`config.mk`:
```
export PLATFORM = sky130hd
export DESIGN_NAME = ehtbl_eval
export DESIGN_NICKNAME = d
export VERILOG_FILES = /design/src/hw/rtl/ehtbl_pkg.sv /design/src/hw/rtl/ehtbl_eval.sv
export SDC_FILE = /design/constraint.sdc
export NUM_CORES = 1
export LEC_CHECK = 0
export BUFFER_PORTS_ARGS = -buffer_cell sky130_fd_sc_hd__buf_4
export CAP_MARGIN = 30
export CORE_AREA = 2 2 454 456
export DETAILED_ROUTE_END_ITERATION = 6
export DIE_AREA = 0 0 456 458
export SETUP_SLACK_MARGIN = 0.4
export SLEW_MARGIN = 20
export SYNTH_ARGS = -nofsm -noshare
export SYNTH_HDL_FRONTEND = slang
export SYNTH_SLANG_ARGS = --single-unit
```
`constraint.sdc`:
```
create_clock -name vclk -period 6.2
set_input_delay 1.24 -clock vclk [all_inputs]
set_output_delay 1.24 -clock vclk [all_outputs]
set_load 0.05 [all_outputs]
```
`src/hw/rtl/ehtbl_pkg.sv`:
```
`timescale 1ns / 1ps
`default_nettype none

package ehtbl_pkg;

    // table geometry
    localparam int MAX_DEPTH = 8;
    localparam int MAX_SLOTS = 4;
    localparam int KEY_W     = 32;
    localparam int VAL_W     = 32;
    localparam int DIR_N     = 1 << MAX_DEPTH;
    localparam int DIR_W     = MAX_DEPTH;
    localparam int DIRP_W    = DIR_W + 1;
    localparam int LD_W      = $clog2(MAX_DEPTH + 1);
    localparam int PB_W      = (MAX_DEPTH > 1) ? $clog2(MAX_DEPTH) : 1;
    localparam int CAP_W     = $clog2(MAX_SLOTS + 1);

    // port field widths
    localparam int ACT_W = 2;
    localparam int IDX_W = 8;
    localparam int CFG_W = 3;
    localparam int LDO_W = 5;
    localparam int GD_W  = 4;
    localparam int BC_W  = 9;

    localparam logic [CFG_W-1:0] SLOTS_RESET = CFG_W'(4);

    typedef enum logic [ACT_W-1:0] {
        ACT_FIND   = 2'd0,
        ACT_INSERT = 2'd1,
        ACT_REMOVE = 2'd2,
        ACT_QUERY  = 2'd3
    } t_action;

    typedef enum logic [3:0] {
        ST_CLEAR,
        ST_IDLE,
        ST_DIR_RD,
        ST_BKT_RD,
        ST_EVAL,
        ST_DOUBLE,
        ST_SPLIT,
        ST_REPOINT,
        ST_WRBACK,
        ST_DONE
    } t_state;

    // one bucket row of the bucket memory
    typedef struct packed {
        logic [LD_W-1:0]                  ld;
        logic [MAX_SLOTS-1:0]             valid;
        logic [MAX_SLOTS-1:0][KEY_W-1:0]  key;
        logic [MAX_SLOTS-1:0][VAL_W-1:0]  val;
    } t_row;

    localparam int ROW_W = LD_W + MAX_SLOTS * (1 + KEY_W + VAL_W);

    // bucket evaluation results handed to the sequencer
    typedef struct packed {
        logic             hit;
        logic [VAL_W-1:0] hit_value;
        logic             fits;
        logic             found;
        logic [PB_W-1:0]  p;
        t_row             upd_row;
        t_row             lo_row;
        t_row             hi_row;
    } t_eval;

    function automatic logic [DIR_W-1:0] low_mask(input logic [LD_W-1:0] n);
        logic [DIRP_W-1:0] t;
        t = DIRP_W'(1) << n;
        return DIR_W'(t - 1'b1);
    endfunction

endpackage

`default_nettype wire

```
`src/hw/rtl/ehtbl_eval.sv`:
```
`timescale 1ns / 1ps
`default_nettype none

module ehtbl_eval (
    input  wire ehtbl_pkg::t_row                 i_row,
    input  wire logic [ehtbl_pkg::KEY_W-1:0]     i_key,
    input  wire logic [ehtbl_pkg::VAL_W-1:0]     i_value,
    input  wire logic [ehtbl_pkg::CFG_W-1:0]     i_slots,
    input  wire ehtbl_pkg::t_action              i_action,
    output      ehtbl_pkg::t_eval                o_ev
);

    logic [ehtbl_pkg::MAX_SLOTS-1:0] match;
    logic [ehtbl_pkg::MAX_SLOTS-1:0] hit_oh;
    logic [ehtbl_pkg::MAX_SLOTS-1:0] free_oh;
    logic [ehtbl_pkg::MAX_SLOTS-1:0] lo_valid;
    logic [ehtbl_pkg::MAX_SLOTS-1:0] hi_valid;
    logic [ehtbl_pkg::MAX_SLOTS-1:0] new_oh;
    logic [ehtbl_pkg::CAP_W-1:0]     cap;
    logic [ehtbl_pkg::CAP_W:0]       n_cnt;
    logic [ehtbl_pkg::DIR_W-1:0]     diff;
    logic [ehtbl_pkg::DIR_W-1:0]     klow;
    logic [ehtbl_pkg::DIR_W-1:0]     hlow;
    logic [ehtbl_pkg::PB_W-1:0]      p;
    logic                            new_bit;
    logic                            taken;
    logic                            slot_taken;
    logic [ehtbl_pkg::VAL_W-1:0]     hit_value;
    ehtbl_pkg::t_row                 upd;
    ehtbl_pkg::t_row                 lo;
    ehtbl_pkg::t_row                 hi;

    assign hlow = i_key[ehtbl_pkg::DIR_W-1:0];

    // key compare, first hit, first free slot
    always_comb begin
        hit_value = '0;
        taken     = 1'b0;
        hit_oh    = '0;
        for (int s = 0; s < ehtbl_pkg::MAX_SLOTS; s++) begin
            match[s] = i_row.valid[s] && (i_row.key[s] == i_key);
            if (match[s] && !taken) begin
                hit_oh[s] = 1'b1;
                taken     = 1'b1;
                hit_value = i_row.val[s];
            end
        end
        taken   = 1'b0;
        free_oh = '0;
        for (int s = 0; s < ehtbl_pkg::MAX_SLOTS; s++) begin
            if (!i_row.valid[s] && !taken) begin
                free_oh[s] = 1'b1;
                taken      = 1'b1;
            end
        end
    end

    // effective capacity and fit check
    always_comb begin
        if (i_slots == '0) begin
            cap = ehtbl_pkg::CAP_W'(1);
        end else if (int'(i_slots) > ehtbl_pkg::MAX_SLOTS) begin
            cap = ehtbl_pkg::CAP_W'(ehtbl_pkg::MAX_SLOTS);
        end else begin
            cap = ehtbl_pkg::CAP_W'(i_slots);
        end
        n_cnt = (ehtbl_pkg::CAP_W + 1)'($countones(i_row.valid));
    end

    // first hash bit at or above local depth that separates the pairs
    always_comb begin
        diff = '0;
        for (int s = 0; s < ehtbl_pkg::MAX_SLOTS; s++) begin
            if (i_row.valid[s]) begin
                diff = diff | (i_row.key[s][ehtbl_pkg::DIR_W-1:0] ^ hlow);
            end
        end
        diff = diff & ~ehtbl_pkg::low_mask(i_row.ld);
        p    = '0;
        for (int i = ehtbl_pkg::DIR_W - 1; i >= 0; i--) begin
            if (diff[i]) begin
                p = ehtbl_pkg::PB_W'(i);
            end
        end
        new_bit = hlow[p];
    end

    // updated row for remove and plain insert
    always_comb begin
        upd = i_row;
        if (i_action == ehtbl_pkg::ACT_REMOVE) begin
            upd.valid = i_row.valid & ~hit_oh;
        end else if (|hit_oh) begin
            for (int s = 0; s < ehtbl_pkg::MAX_SLOTS; s++) begin
                if (hit_oh[s]) begin
                    upd.val[s] = i_value;
                end
            end
        end else begin
            for (int s = 0; s < ehtbl_pkg::MAX_SLOTS; s++) begin
                if (free_oh[s]) begin
                    upd.valid[s] = 1'b1;
                    upd.key[s]   = i_key;
                    upd.val[s]   = i_value;
                end
            end
        end
    end

    // split of the overflowing pairs into the two halves
    always_comb begin
        for (int s = 0; s < ehtbl_pkg::MAX_SLOTS; s++) begin
            klow        = i_row.key[s][ehtbl_pkg::DIR_W-1:0];
            lo_valid[s] = i_row.valid[s] && !klow[p];
            hi_valid[s] = i_row.valid[s] && klow[p];
        end
        slot_taken = 1'b0;
        new_oh     = '0;
        for (int s = 0; s < ehtbl_pkg::MAX_SLOTS; s++) begin
            if (!(new_bit ? hi_valid[s] : lo_valid[s]) && !slot_taken) begin
                new_oh[s]  = 1'b1;
                slot_taken = 1'b1;
            end
        end
        lo       = i_row;
        hi       = i_row;
        lo.ld    = ehtbl_pkg::LD_W'(p) + 1'b1;
        hi.ld    = ehtbl_pkg::LD_W'(p) + 1'b1;
        lo.valid = lo_valid;
        hi.valid = hi_valid;
        for (int s = 0; s < ehtbl_pkg::MAX_SLOTS; s++) begin
            if (new_oh[s] && !new_bit) begin
                lo.valid[s] = 1'b1;
                lo.key[s]   = i_key;
                lo.val[s]   = i_value;
            end
            if (new_oh[s] && new_bit) begin
                hi.valid[s] = 1'b1;
                hi.key[s]   = i_key;
                hi.val[s]   = i_value;
            end
        end
    end

    assign o_ev.hit       = |hit_oh;
    assign o_ev.hit_value = hit_value;
    assign o_ev.fits      = ((n_cnt + 1'b1) <= {1'b0, cap}) && !(&i_row.valid);
    assign o_ev.found     = |diff;
    assign o_ev.p         = p;
    assign o_ev.upd_row   = upd;
    assign o_ev.lo_row    = lo;
    assign o_ev.hi_row    = hi;

endmodule

`default_nettype wire

```
## Word-level counts from Yosys, hierarchy flattened

Index checks and enable logic that the tools add are counted.

- Bits in registers: 0
- Input port bits: 333
- Word-level logic and storage cells: 172

- Mux-type cells: 93
- Add/sub/neg operators: 6
- Shift-type cells: 1
- $lt $le $gt $ge: 3
- Bitwise logic cells: 11
- Equality and inequality tests: 5
- Reductions and logical operators: 53

Operator list:

| operator | number |
|---|---|
| 32-bit 2-to-1 mux | 32 |
| 256-bit 2-to-1 mux | 1 |
| 132-bit 2-to-1 mux | 1 |
| 32-bit equality test | 4 |
| 128-bit 2-to-1 mux | 1 |
| 1-bit 2-to-1 mux | 38 |
| 8-bit 2-to-1 mux | 4 |
| 8-bit XOR | 4 |
| 1-bit logical AND | 30 |
| 3-bit 2-to-1 mux | 10 |
| 8-bit OR | 3 |
| 1-bit zero test | 19 |
| 1-bit binary-select mux with 3-bit select | 5 |
| 3-bit by 1-bit adder with 4-bit output, second input constant | 2 |
| 8-bit AND | 1 |
| 8-bit inverter | 1 |
| 8-bit OR reduction | 1 |
| 1-bit by 4-bit << shifter with 8-bit output, first input constant | 1 |
| 8-bit by 1-bit subtractor with 8-bit output, second input constant | 1 |
| 1-bit by 1-bit adder with 2-bit output | 2 |
| 4-bit AND | 1 |
| 4-bit by 3-bit <= comparator with 1-bit output | 1 |
| 3-bit by 4-bit < comparator with 1-bit output, second input constant | 1 |
| 4-bit 2-to-1 mux | 1 |
| 7 further kinds | 7 |

## Logic depth before layout (Yosys ltp)

- Depth after elaboration: 33
- Gate-level depth with buffers: 19
- Gate-level depth less buffers: 14

## Worst setup path before layout

OpenSTA, ideal clock, no wires.

- Path kind: input-to-output
- From: in i_row[263] in the netlist's numbering
- To: out o_ev[398] in the netlist's numbering
- Path buffers: 3
- Stages on the path: 16
- Setup slack: -0.884 ns
- Arrival time: 5.844 ns
- Path through: buf_2 or4b_2 ha_1 nand2_1 a21oi_1 a221o_1 a211o_1 a21oi_4 inv_2 mux2_4 nor4_4 nand2b_1 nor2b_1 buf_2 buf_2 mux2i_1

RTL lines:

| item | line | text |
|---|---|---|
| start, declared | ehtbl_eval.sv:5 | `input wire ehtbl_pkg::t_row i_row,` |
| end, declared | ehtbl_eval.sv:10 | `output ehtbl_pkg::t_eval o_ev` |

==> impl_results.md <==
* Status: finished with violations
* Failing checks: negative setup slack
* Avg Cell Area, Syn at 8.548 um^2
* Crit. End Element: primary output
* Quantity of I/O buffers inserted on ports at 1163
* Internal Power at 2.531 mW
* Register area share after synthesis at 0%
* Final Setup Violations at about 740
* Vias per cell at ~3.7
* Die width at roughly 460 um
* Lkg Pwr at around 15 nW
* Row count at 166
* Layout Utilization at 16.04%
* Slew HR at between 30% and 40%
* Largest net degree at the start of global routing at 34
* Tmin final at 6.812 ns
* Synthesis Warnings at 0
* Least-Margin Pin Slew at approximately 0.95 ns
* Max VDD drop at approximately 0.11 mV
* Die height at 458 um
* Wire per inst at 39.09 um
* Cts hold-fix bufs at 0
* Clock buffer count at 0
* Cells after Synth at 1583
* Share of cells above drive strength 1 at 81.38%
* Number of iterations in the first detailed-routing pass at 5
* Worst Slack Setup Final at -0.6117 ns
* Multi-input gate area at 14560 um^2
* Die ar. at 208800 um^2
* Total track usage at 19.51%
* Congestion Overflow GR at 0
* Minimum hold slack at between 2 and 3 ns
* Power, Total at between 6 and 7 mW
* Core Box Area at approximately 200000 um^2
* Top-area cell type share of the netlist area at 59.08%
* Unrepaired setup endpoints after global routing: yes
* Fmax at 146.8 MHz
* # IOs at around 1.2k
* Initial Util at 6.641%
* Post-DRT Antenna Nets at 0
* Critical path class: input port to primary output
* Synth area leader: mux2_2
* Fill cells at 22.94k
* Design Area, Final at ~33000 um^2
* Worst EP arrival at 5.57 ns
* Global-route wire length before repair at 261.2 mm
* Hpwl dp at around 180 mm
* Final period util at 109.9%
* Max-slew violations at 0
* Sequential Area at 0 um^2
* Comb pwr share at between 90% and 100%
* Fin. Hold Viols at 0
* Initial DRC Count at 1870
* Antenna violations before repair at 48
* Routed wire length at 220.0 mm
* Data required time of the critical path at 4.96 ns
* Vias in the first global route at 20.14k
* P_sw at 4.332 mW
* Clock share of power at 0%
* Sequential Power Share at 0%
* Max-cap viol count at 0
* Crit path launch type: input port
* Syn Nets at 1924
* Placed cell area at ~30000 um^2
* Synth-to-Final Area Change at 141.5%
* Vias post-DR at 20.88k
* DRC at 0
* Switching share of power at 63.12%
* Largest cells by area after synthesis: mux2_2 (59%), xor2_1 (4.3%), mux2_1 (4.1%), xnor2_1 (4.1%), clkbuf_1 (3.9%)
* Hold crit path type: input port to primary output
* Unique cell type count in the Yosys netlist at 60
* FFs & Latches at 0
* Layout Nets at 3259
* Worst Path Max Fanout at 13
* Pwr/cell area at 210.0 nW/um^2
* Placer Congestion at 0.9168
* Setup TNS at -233.75 ns
* Post-Synthesis Cell Area at 13530 um^2
## cell type report
cell class                 count  area share (%)
tap                         2688           10.29
timing repair buffer        1550           44.06
antenna                       23          0.1762
inverter                      80          0.9190
multi-input combinational   1286           44.55
## worst max-delay path: stages
cell and delay (ns):
buf_8 0.10, or4b_4 0.55, ha_4 0.21, or3_4 0.34
a21oi_4 0.14, a221o_1 0.16, a211o_1 0.23, a21oi_4 0.09
inv_2 0.10, buf_4 0.12, mux2_4 0.31, nor4_4 0.21
buf_4 0.19, nand3_4 0.08, or4b_4 0.53, buf_12 0.20
buf_16 0.17, mux2_4 0.35, buf_6 0.15
## cell usage in the layout, fill, tap and decap left out, types with 7 or more instances in the layout
cell type and n:
nand4_1 22, nand2b_1 15, buf_4 1165, o21ai_0 16, buf_16 30, a21oi_1 11
mux2_2 253, xor2_1 66, xnor2_1 63, mux2_4 507, a31oi_1 8, o31ai_1 34
diode_2 23, a221o_1 35, a221oi_1 7, clkbuf_16 11, nor2_1 50, buf_12 62
nand2_1 55, inv_1 79, buf_8 35, nor4_1 19, buf_6 247
## per-layer routing
layer | part of all wire, % | vias to the layer above | track usage [%]
met1 | 41 | 10800 | 23.99
met2 | 46 | 1332 | 32.33
li1 | - | 8455 | -
met4 | 5.0 | 9 | 7.579
met5 | 0.13 | - | 0
met3 | 7.3 | 287 | 5.074
## what timing repair did
| item | 4_1_cts | 5_1_grt |
|---|---|---|
| pin swaps | 8 | 15 |
| hold endpoints to repair | 0 | 0 |
| buffers inserted | 31 | 21 |
| setup endpoints to repair | 811 | 812 |
| gates cloned | 14 | 14 |
| gates resized for setup | 277 | 162 |
## cell usage after synthesis, types with 5 or more instances
master / instances
ha_1: 7
buf_6: 5
nor2b_1: 7
o21ai_0: 17
mux2_2: 710
nand3_1: 7
o31ai_1: 35
a22o_1: 6
a221o_1: 35
nand2_1: 61
nand2b_1: 19
a31oi_1: 8
a21oi_1: 18
a211oi_1: 7
buf_1: 6
xor2_1: 67
clkbuf_1: 141
buf_2: 50
mux2i_1: 6
o21a_1: 6
nor2_1: 50
nand4_1: 22
a221oi_1: 8
nor3_1: 6
inv_1: 79
xnor2_1: 63
mux2_1: 49
nor4_1: 24
buf_4: 15
## path summary, 6_finish.rpt
kind                   start  cells past startpoint   endpoint  slack, ns
setup / recovery  i_row[263]                     19   o_ev[72]      -0.61
hold / removal    i_row[263]                      2  o_ev[791]       2.75
## metrics by stage
step / worst slack (ns) / std cells
after CTS: -0.5565 / 5569
after floorplan: -0.4397 / 1583
final: -0.6117 / 5627
after detailed placement: -0.8207 / 5524
after global placement: -0.7878 / 5523
after global routing: -0.7144 / 5609
## kinds of logic after synthesis
kind of cell / Yosys count / share of synthesized area, %
AO/OA/AOI/OAI: 173 / 9.949
XOR/XNOR: 130 / 8.414
adder cells (fa/ha/maj): 8 / 0.7952
buffers and inverters: 297 / 9.394
multiplexers: 766 / 63.72
AND/OR/NAND/NOR: 209 / 7.730
## power by group through the flow
stage | Combinational (mW) | Sequential, mW | Clock (mW)
after floorplan | 3.78 | 0 | 0
after global placement | 6.19 | 0 | 0
after detailed placement | 6.19 | 0 | 0
after CTS | 6.60 | 0 | 0
after global routing | 6.99 | 0 | 0.000000109
final | 6.86 | 0 | 0.000000124
No activity file was read; power rests on OpenSTA's default activity.
